[src/hw/rtl/cst_pkg.sv]
// Shared types and constants for the clock / stopwatch / timer core.
// Operation and mode codes, field widths, limits and reset values.
// No dependencies.
package cst_pkg;

    localparam int unsigned OP_W   = 3;
    localparam int unsigned HOUR_W = 5;
    localparam int unsigned MIN_W  = 6;
    localparam int unsigned SEC_W  = 6;
    localparam int unsigned MODE_W = 2;

    localparam logic [OP_W-1:0] OP_TICK      = 3'd0;
    localparam logic [OP_W-1:0] OP_PAUSE     = 3'd1;
    localparam logic [OP_W-1:0] OP_RESUME    = 3'd2;
    localparam logic [OP_W-1:0] OP_SET       = 3'd3;
    localparam logic [OP_W-1:0] OP_STOPWATCH = 3'd4;
    localparam logic [OP_W-1:0] OP_TIMER     = 3'd5;
    localparam logic [OP_W-1:0] OP_EXIT      = 3'd6;

    localparam logic [MODE_W-1:0] MODE_CLOCK     = 2'd0;
    localparam logic [MODE_W-1:0] MODE_STOPWATCH = 2'd1;
    localparam logic [MODE_W-1:0] MODE_TIMER     = 2'd2;

    localparam logic [HOUR_W-1:0] MAX_HOUR = 5'd23;
    localparam logic [MIN_W-1:0]  MAX_MIN  = 6'd59;
    localparam logic [SEC_W-1:0]  MAX_SEC  = 6'd59;

    localparam logic [HOUR_W-1:0] RST_HOUR = 5'd13;
    localparam logic [MIN_W-1:0]  RST_MIN  = 6'd9;
    localparam logic [SEC_W-1:0]  RST_SEC  = 6'd57;

    typedef struct packed {
        logic [OP_W-1:0]   op;
        logic [HOUR_W-1:0] hours;
        logic [MIN_W-1:0]  minutes;
        logic [SEC_W-1:0]  seconds;
    } t_item;

    typedef struct packed {
        logic [HOUR_W-1:0] hours;
        logic [MIN_W-1:0]  minutes;
        logic [SEC_W-1:0]  seconds;
        logic [MODE_W-1:0] mode;
        logic              running;
        logic              done;
        logic              status;
    } t_result;

endpackage

[src/hw/rtl/clock_stopwatch_timer_core.sv]
// Clock / stopwatch / countdown timer core, top level.
// Input register, next-state engine and result register in one pipe.
// Depends on cst_pkg, cst_in_stage, cst_engine, cst_out_stage.
//
// Input channel: i_in_valid / o_in_stall with operation and set values.
// An operation is a one-second tick or a command (pause, resume, set,
// stopwatch, timer, exit). Each transaction yields exactly one result on
// o_out_valid / i_out_stall: the count, mode and run flag after the item,
// plus a done flag for a finished countdown and a reject status for bad
// set values.
// An accepted item is held in the input register and its result then in the
// result register; one item per cycle is sustained while the receiver does not stall.
// Reset (synchronous, active low) empties both registers and loads the
// count 13:09:57 in clock mode, running, with the saved time cleared.
// When the receiver stalls the result holds; the input register still
// fills, and o_in_stall rises only once both stages hold an item.
module clock_stopwatch_timer_core (
    input  logic                       i_clk,
    input  logic                       i_rst_n,
    input  logic                       i_in_valid,
    output logic                       o_in_stall,
    input  logic [cst_pkg::OP_W-1:0]   i_operation,
    input  logic [cst_pkg::HOUR_W-1:0] i_new_hours,
    input  logic [cst_pkg::MIN_W-1:0]  i_new_minutes,
    input  logic [cst_pkg::SEC_W-1:0]  i_new_seconds,
    output logic                       o_out_valid,
    input  logic                       i_out_stall,
    output logic [cst_pkg::HOUR_W-1:0] o_hours_now,
    output logic [cst_pkg::MIN_W-1:0]  o_minutes_now,
    output logic [cst_pkg::SEC_W-1:0]  o_seconds_now,
    output logic [cst_pkg::MODE_W-1:0] o_mode_now,
    output logic                       o_is_running,
    output logic                       o_timer_done,
    output logic                       o_status
);

    cst_pkg::t_item   in_item;
    cst_pkg::t_item   reg_item;
    cst_pkg::t_result next_result;
    cst_pkg::t_result out_result;
    logic             reg_valid;
    logic             out_blocked;
    logic             fire;

    assign in_item.op      = i_operation;
    assign in_item.hours   = i_new_hours;
    assign in_item.minutes = i_new_minutes;
    assign in_item.seconds = i_new_seconds;

    assign out_blocked = o_out_valid && i_out_stall;
    assign fire        = reg_valid && !out_blocked;
    assign o_in_stall  = reg_valid && out_blocked;

    cst_in_stage u_in (
        .i_clk   (i_clk),
        .i_rst_n (i_rst_n),
        .i_valid (i_in_valid),
        .i_stall (o_in_stall),
        .i_item  (in_item),
        .o_valid (reg_valid),
        .o_item  (reg_item)
    );

    cst_engine u_engine (
        .i_clk    (i_clk),
        .i_rst_n  (i_rst_n),
        .i_fire   (fire),
        .i_item   (reg_item),
        .o_result (next_result)
    );

    cst_out_stage u_out (
        .i_clk    (i_clk),
        .i_rst_n  (i_rst_n),
        .i_fire   (fire),
        .i_stall  (i_out_stall),
        .i_result (next_result),
        .o_valid  (o_out_valid),
        .o_result (out_result)
    );

    assign o_hours_now   = out_result.hours;
    assign o_minutes_now = out_result.minutes;
    assign o_seconds_now = out_result.seconds;
    assign o_mode_now    = out_result.mode;
    assign o_is_running  = out_result.running;
    assign o_timer_done  = out_result.done;
    assign o_status      = out_result.status;

    a_done_state: assert property (@(posedge i_clk) disable iff (!i_rst_n)
        o_out_valid && o_timer_done |-> o_mode_now == cst_pkg::MODE_CLOCK && !o_is_running
            && o_hours_now == '0 && o_minutes_now == '0 && o_seconds_now == '0)
        else $error("finished countdown not left at zero in paused clock mode");

    a_count_range: assert property (@(posedge i_clk) disable iff (!i_rst_n)
        o_out_valid |-> o_hours_now <= cst_pkg::MAX_HOUR && o_minutes_now <= cst_pkg::MAX_MIN
            && o_seconds_now <= cst_pkg::MAX_SEC)
        else $error("count out of range");

    a_status_excl: assert property (@(posedge i_clk) disable iff (!i_rst_n)
        o_out_valid && o_status |-> !o_timer_done)
        else $error("reject status together with countdown done");

    a_stall_full: assert property (@(posedge i_clk) disable iff (!i_rst_n)
        o_in_stall |-> reg_valid && o_out_valid)
        else $error("input stalled with an empty stage");

endmodule

[src/hw/rtl/cst_in_stage.sv]
// Input register of the clock / stopwatch / timer core.
// Captures one transaction whenever it is not holding back the sender.
// Depends on cst_pkg.
module cst_in_stage (
    input  logic           i_clk,
    input  logic           i_rst_n,
    input  logic           i_valid,
    input  logic           i_stall,
    input  cst_pkg::t_item i_item,
    output logic           o_valid,
    output cst_pkg::t_item o_item
);

    logic           r_valid;
    cst_pkg::t_item r_item;

    always_ff @(posedge i_clk) begin
        if (!i_rst_n) begin
            r_valid <= 1'b0;
        end else if (!i_stall) begin
            r_valid <= i_valid;
        end
    end

    always_ff @(posedge i_clk) begin
        if (!i_stall) begin
            r_item <= i_item;
        end
    end

    assign o_valid = r_valid;
    assign o_item  = r_item;

endmodule

[src/hw/rtl/cst_engine.sv]
// Time-keeping state and its next-state logic.
// Holds count, saved time, mode and run flag; updates on each fired item.
// Depends on cst_pkg.
module cst_engine (
    input  logic             i_clk,
    input  logic             i_rst_n,
    input  logic             i_fire,
    input  cst_pkg::t_item   i_item,
    output cst_pkg::t_result o_result
);

    logic [cst_pkg::HOUR_W-1:0] r_hours, n_hours;
    logic [cst_pkg::MIN_W-1:0]  r_minutes, n_minutes;
    logic [cst_pkg::SEC_W-1:0]  r_seconds, n_seconds;
    logic [cst_pkg::HOUR_W-1:0] r_sv_hours, n_sv_hours;
    logic [cst_pkg::MIN_W-1:0]  r_sv_minutes, n_sv_minutes;
    logic [cst_pkg::SEC_W-1:0]  r_sv_seconds, n_sv_seconds;
    logic [cst_pkg::MODE_W-1:0] r_mode, n_mode;
    logic                       r_running, n_running;
    logic                       done;
    logic                       status;

    always_comb begin
        logic                       in_range;
        logic [cst_pkg::SEC_W:0]    up_s;
        logic [cst_pkg::MIN_W:0]    up_m;
        logic [cst_pkg::HOUR_W:0]   up_h;
        logic [cst_pkg::SEC_W-1:0]  dn_s;
        logic [cst_pkg::MIN_W-1:0]  dn_m;
        logic [cst_pkg::HOUR_W-1:0] dn_h;
        logic                       brw_m;
        logic                       brw_h;

        in_range = (i_item.hours <= cst_pkg::MAX_HOUR) && (i_item.minutes <= cst_pkg::MAX_MIN)
                   && (i_item.seconds <= cst_pkg::MAX_SEC);

        up_s = {1'b0, r_seconds} + 7'd1;
        up_m = {1'b0, r_minutes};
        up_h = {1'b0, r_hours};
        if (up_s > {1'b0, cst_pkg::MAX_SEC}) begin
            up_s = '0;
            up_m = up_m + 7'd1;
        end
        if (up_m > {1'b0, cst_pkg::MAX_MIN}) begin
            up_m = '0;
            up_h = up_h + 6'd1;
        end
        if (up_h > {1'b0, cst_pkg::MAX_HOUR}) begin
            up_h = '0;
        end

        brw_m = (r_seconds == '0);
        dn_s  = brw_m ? cst_pkg::MAX_SEC : r_seconds - 6'd1;
        brw_h = brw_m && (r_minutes == '0);
        dn_m  = r_minutes;
        if (brw_m) begin
            dn_m = brw_h ? cst_pkg::MAX_MIN : r_minutes - 6'd1;
        end
        dn_h = (brw_h && r_hours != '0) ? r_hours - 5'd1 : r_hours;

        n_hours      = r_hours;
        n_minutes    = r_minutes;
        n_seconds    = r_seconds;
        n_sv_hours   = r_sv_hours;
        n_sv_minutes = r_sv_minutes;
        n_sv_seconds = r_sv_seconds;
        n_mode       = r_mode;
        n_running    = r_running;
        done         = 1'b0;
        status       = 1'b0;

        unique case (i_item.op)
            cst_pkg::OP_TICK: begin
                if (r_running) begin
                    if (r_mode != cst_pkg::MODE_TIMER) begin
                        n_hours   = up_h[cst_pkg::HOUR_W-1:0];
                        n_minutes = up_m[cst_pkg::MIN_W-1:0];
                        n_seconds = up_s[cst_pkg::SEC_W-1:0];
                    end else begin
                        n_hours   = dn_h;
                        n_minutes = dn_m;
                        n_seconds = dn_s;
                        if (dn_h == '0 && dn_m == '0 && dn_s == '0) begin
                            n_mode    = cst_pkg::MODE_CLOCK;
                            n_running = 1'b0;
                            done      = 1'b1;
                        end
                    end
                end
            end
            cst_pkg::OP_PAUSE: begin
                n_running = 1'b0;
            end
            cst_pkg::OP_RESUME: begin
                n_running = 1'b1;
            end
            cst_pkg::OP_SET: begin
                if (in_range) begin
                    n_hours   = i_item.hours;
                    n_minutes = i_item.minutes;
                    n_seconds = i_item.seconds;
                end else begin
                    status = 1'b1;
                end
            end
            cst_pkg::OP_STOPWATCH: begin
                n_sv_hours   = r_hours;
                n_sv_minutes = r_minutes;
                n_sv_seconds = r_seconds;
                n_hours      = '0;
                n_minutes    = '0;
                n_seconds    = '0;
                n_mode       = cst_pkg::MODE_STOPWATCH;
                n_running    = 1'b0;
            end
            cst_pkg::OP_TIMER: begin
                if (in_range) begin
                    n_sv_hours   = r_hours;
                    n_sv_minutes = r_minutes;
                    n_sv_seconds = r_seconds;
                    n_hours      = i_item.hours;
                    n_minutes    = i_item.minutes;
                    n_seconds    = i_item.seconds;
                    n_mode       = cst_pkg::MODE_TIMER;
                    n_running    = 1'b0;
                end else begin
                    status = 1'b1;
                end
            end
            cst_pkg::OP_EXIT: begin
                n_hours      = r_sv_hours;
                n_minutes    = r_sv_minutes;
                n_seconds    = r_sv_seconds;
                n_sv_hours   = '0;
                n_sv_minutes = '0;
                n_sv_seconds = '0;
                n_mode       = cst_pkg::MODE_CLOCK;
                n_running    = 1'b1;
            end
            default: begin
            end
        endcase
    end

    always_ff @(posedge i_clk) begin
        if (!i_rst_n) begin
            r_hours      <= cst_pkg::RST_HOUR;
            r_minutes    <= cst_pkg::RST_MIN;
            r_seconds    <= cst_pkg::RST_SEC;
            r_sv_hours   <= '0;
            r_sv_minutes <= '0;
            r_sv_seconds <= '0;
            r_mode       <= cst_pkg::MODE_CLOCK;
            r_running    <= 1'b1;
        end else if (i_fire) begin
            r_hours      <= n_hours;
            r_minutes    <= n_minutes;
            r_seconds    <= n_seconds;
            r_sv_hours   <= n_sv_hours;
            r_sv_minutes <= n_sv_minutes;
            r_sv_seconds <= n_sv_seconds;
            r_mode       <= n_mode;
            r_running    <= n_running;
        end
    end

    always_comb begin
        o_result.hours   = n_hours;
        o_result.minutes = n_minutes;
        o_result.seconds = n_seconds;
        o_result.mode    = n_mode;
        o_result.running = n_running;
        o_result.done    = done;
        o_result.status  = status;
    end

endmodule

[src/hw/rtl/cst_out_stage.sv]
// Result register of the clock / stopwatch / timer core.
// Loads on each fired item, holds while the receiver stalls.
// Depends on cst_pkg.
module cst_out_stage (
    input  logic             i_clk,
    input  logic             i_rst_n,
    input  logic             i_fire,
    input  logic             i_stall,
    input  cst_pkg::t_result i_result,
    output logic             o_valid,
    output cst_pkg::t_result o_result
);

    logic             r_valid;
    cst_pkg::t_result r_result;

    always_ff @(posedge i_clk) begin
        if (!i_rst_n) begin
            r_valid <= 1'b0;
        end else if (i_fire) begin
            r_valid <= 1'b1;
        end else if (!i_stall) begin
            r_valid <= 1'b0;
        end
    end

    always_ff @(posedge i_clk) begin
        if (i_fire) begin
            r_result <= i_result;
        end
    end

    assign o_valid  = r_valid;
    assign o_result = r_result;

endmodule
[config.mk]
export PLATFORM = sky130hd
export DESIGN_NAME = clock_stopwatch_timer_core
export DESIGN_NICKNAME = d
export VERILOG_FILES = /design/src/hw/rtl/cst_pkg.sv /design/src/hw/rtl/clock_stopwatch_timer_core.sv /design/src/hw/rtl/cst_in_stage.sv /design/src/hw/rtl/cst_engine.sv /design/src/hw/rtl/cst_out_stage.sv
export SDC_FILE = /design/constraint.sdc
export NUM_CORES = 1
export LEC_CHECK = 0
export BUFFER_PORTS_ARGS = -buffer_cell sky130_fd_sc_hd__buf_4
export CAP_MARGIN = 20
export CORE_MARGIN = 1.5
export CORE_UTILIZATION = 45
export DETAILED_ROUTE_END_ITERATION = 16
export PLACE_DENSITY = 0.65
export SYNTH_ARGS = -nofsm -noshare
export SYNTH_HDL_FRONTEND = slang
export SYNTH_HIERARCHICAL = 1
export SYNTH_SLANG_ARGS = --single-unit
export TNS_END_PERCENT = 30
[constraint.sdc]
create_clock -name i_clk -period 4.28 [get_ports i_clk]
set_clock_uncertainty 0.2 [all_clocks]
set_input_delay 0.214 -clock i_clk [delete_from_list [all_inputs] [get_ports i_clk]]
set_output_delay 0.214 -clock i_clk [all_outputs]
set_load 0.02 [all_outputs]
==> results.toml <==
[cells_and_area]
multi_input_gate_area_sq_um = 2750
drive_above_1_share = 0.142
register_area_sq_um = 2040
fillers = 998
finalCoreUtilization = 0.551
synthToLayoutAreaGrowth_pct = 18.4
net_count_final = 675
n_diodes = 0

[logic_synthesis]
asr_flop_ratio_synth = 0
post_synth.cell_area_avg_sq_um = 8.44
synth_seq_area_share = 0.401
synth_top_flop_cell = "edfxtp_1"
synthesis.area_sq_um = 5090
synth-edff-count = 42
synth_nets = 635
synthesis.instances = 603
yosysWarnings = 6
yosysUniqueCellTypes = 74
synth-seq-cells = 81

[timing]
final_hold_viol_count = 0
unrepaired_setup_endpoints_after_global_routing = "false"
timing.final.crit_period_ns = 3.98
period_share = 0.929
final.setup.worst_slack_ns = 0.305
tns_setup_ns = 0
count_of_final_setup_violators = 0
final-max-slew-violation-count = 0
transition_time_of_the_tightest_slew_check_pin_ns = 1.02
max_freq_mhz = 252
maxSlewHeadroom = 0.320

[place]
routabilityCongestion = 0.928
port_buffers = 47
place_ws_ns = 0.354
hpwl_um = 10100

[die]
rows = 38
dieWidth_um = 109
initial_utilization = 0.465
chipHeight_um = 109
core-area_sq_um = 10900
boundaryPins = 48
floorplan.die_area_sq_um = 12000

[critical_path]
cp-end-kind = "register"
worst_path_largest_cell_delay_ns = 0.55
critPathKind = "reg2reg"
crit_path_max_fanout = 10
critical_path.n_buffers_inverters = 0
crit_cells = 10
critPathCapture = "u_engine/r_hours[3]"
r2r.worst_path.cells = 10
path_delay_family = "compound AO/OA/AOI/OAI gates"
critPathLaunch = "u_engine/r_seconds[1]"
crit-reg2reg-capture = "u_engine/r_hours[3]"
path_cells = "ha_1, a21boi_0, o221a_1, o2111a_2, nor4_1, nor2_1, a221o_1, and2_4, o311a_1, a211o_1"
critical-path-slowest-cell = "a221o_1"
critical_path.startpoint_type = "register"
cp_data_arrival_time_ns = 4.00
worstPathRequired_ns = 4.31
worst_r2r_startpoint = "u_engine/r_seconds[1]"
timing.reg2reg.setup_slack_ns = 0.30

[drt]
detailroute.via_count = 4844
drt.antenna.violating_nets = 0
post_route_drc = 0
finalWirelength_um = 15000
vias_per_cell = 6.16
drtPass1Iterations = 6
wl_per_instance_um = 19.1
number_of_design_rule_violations_left_by_the_first_detailed_router_iteration = 495

[power_and_ir_drop]
power_switching_share = 0.288
worst_vdd_rail_ir_drop_mv = 0.234
seq_power_share = 0.419
p_clk_frac = 0.384
p_leak_uw = 0.00227
cellPowerDensity_nw_per_um2 = 366
combinationalPowerShare = 0.197
power_switching_uw = 635
intPower_uw = 1570

[clocking]
tritoncts.num_buffers = 9
postCtsSetupBuffers = 0
max-clock-path-buffers = 2
cts_htree_levels = 3
numClockSinks = 81
cts_tree = "done"
clock-root-buffer = "clkbuf_16"
cts.clk_slew.worst_paths_ns = 0.06
worstSkewPairLatency_ns = 0.34

[flow_run]
drv.max_cap_violation_count = 0

[global_route]
globalRouteOverflowTotal = 0
grt_antenna_before_repair = 0
grt.total_usage = 0.257
via_count_of_the_first_global_routing_pass = 4454
grt_max_degree = 46
grt_pass1_wl_um = 23300

[hold_path]
timing.hold.worst.class = "reg2reg"
hp-start = "u_engine/r_sv_seconds[2]"

[outcome]
outcome = "finished, final reports clean"
power by group through the flow:
stage          sequential [uW]  combinational, uW  clock (uW)
4_1_cts                    921                424         853
5_1_grt                    929                470         886
3_5_place_dp               937                406           0
3_3_place_gp               935                402           0
2_1_floorplan              921                290           0
6_report                   923                434         845
flip-flops by register name, indices dropped and copies added, names as in the netlist, 2 cells and up:
signal,count
u_engine/r_mode,2
u_out/o_result,22
u_engine/r_seconds,6
u_engine/r_sv_hours,5
u_in/o_item,20
u_engine/r_sv_minutes,6
u_engine/r_minutes,6
u_engine/r_hours,5
u_engine/r_sv_seconds,6
cell type report:
| class | count | share of cell area |
|---|---|---|
| multi-input combinational | 451 | 0.456 |
| sequential | 81 | 0.339 |
| timing repair buffer | 82 | 0.112 |
| clock buffer | 11 | 0.0403 |
| tap | 140 | 0.0291 |
| clock inverter | 4 | 0.0129 |
| inverter | 18 | 0.0112 |
worst min-delay path: stages (launching register included):
cell and delay, ns:
dfxtp_1 0.31, nand2_1 0.05, a21oi_1 0.05
metrics by stage:
stage	instances	hold WS [ns]	total power, uW	area, sq um
6_report	787	0.254	2200	6030
5_1_grt	787	0.269	2280	6030
4_1_cts	787	0.252	2200	6020
3_5_place_dp	749	0.193	1340	5470
3_3_place_gp	749	0.192	1340	5470
2_1_floorplan	603	0.113	1210	5090
worst min-delay path by stage:
stage                                    end  cells after the start  slack [ns]
floorplan                     u_in/o_item[0]                      0        0.11
global placement              u_in/o_item[9]                      1        0.19
detailed placement            u_in/o_item[5]                      1        0.19
CTS                   u_engine/r_sv_hours[1]                      2        0.25
global route        u_engine/r_sv_minutes[1]                      2        0.27
finish              u_engine/r_sv_seconds[2]                      2        0.25
what timing repair did:
action / CTS / global route
resized for setup: 0 / 1
hold buffers: 23 / 0
endpoints found under the setup margin: 0 / 1
endpoints found under the hold margin: 23 / 0
logic make-up (layout without fill, tap and decap cells):
group                    Yosys count  count (layout)  synth area share
adder cells (fa/ha/maj)            8               8            0.0197
multiplexers                      18              18            0.0364
AND/OR/NAND/NOR                  221             221             0.208
flip-flops                        81              81             0.401
buffers and inverters             71             115            0.0603
XOR/XNOR                          16              16            0.0275
AO/OA/AOI/OAI                    188             188             0.247
layout by cell type, fill, tap and decap left out, types with 6 or more instances in the layout:
master          n
nand2_1        79
a21oi_1        60
buf_4          59
edfxtp_1       42
nor2_1         40
o21ai_0        39
nand3_1        38
dfxtp_1        38
dlygate4sd3_1  23
nor3_1         19
inv_1          17
mux2i_1        14
xnor2_1        11
clkbuf_16       9
ha_1            8
and3_1          6
nand2b_1        6
nor2b_1         6
o221ai_1        6
o211ai_1        6
Yosys cell counts (all sizes together) (6+ instances only):
library cell / instances / area share
nor4: 6 / 0.010
nor2: 40 / 0.030
buf: 11 / 0.016
clkbuf: 42 / 0.031
o211ai: 6 / 0.0089
o21ai: 41 / 0.040
a21oi: 60 / 0.059
xnor2: 11 / 0.019
ha: 8 / 0.020
nand2: 79 / 0.058
edfxtp: 42 / 0.25
nand2b: 6 / 0.0074
nor2b: 6 / 0.0074
o221ai: 6 / 0.010
and2: 6 / 0.0079
o31ai: 6 / 0.0098
and3: 6 / 0.0074
nor3: 20 / 0.021
mux2i: 14 / 0.028
nand3: 39 / 0.039
dfxtp: 39 / 0.15
inv: 17 / 0.013
a221oi: 6 / 0.012
layer usage:
layer / wire length [um] / GRT usage / vias to the layer above
li1: - / - / 2314
met3: 1340 / 0.0498 / 19
met1: 6670 / 0.371 / 2269
met4: 262 / 0.0788 / 0
met2: 6730 / 0.389 / 242
met5: 0 / 0 / -
No activity file was read; power rests on OpenSTA's default activity.
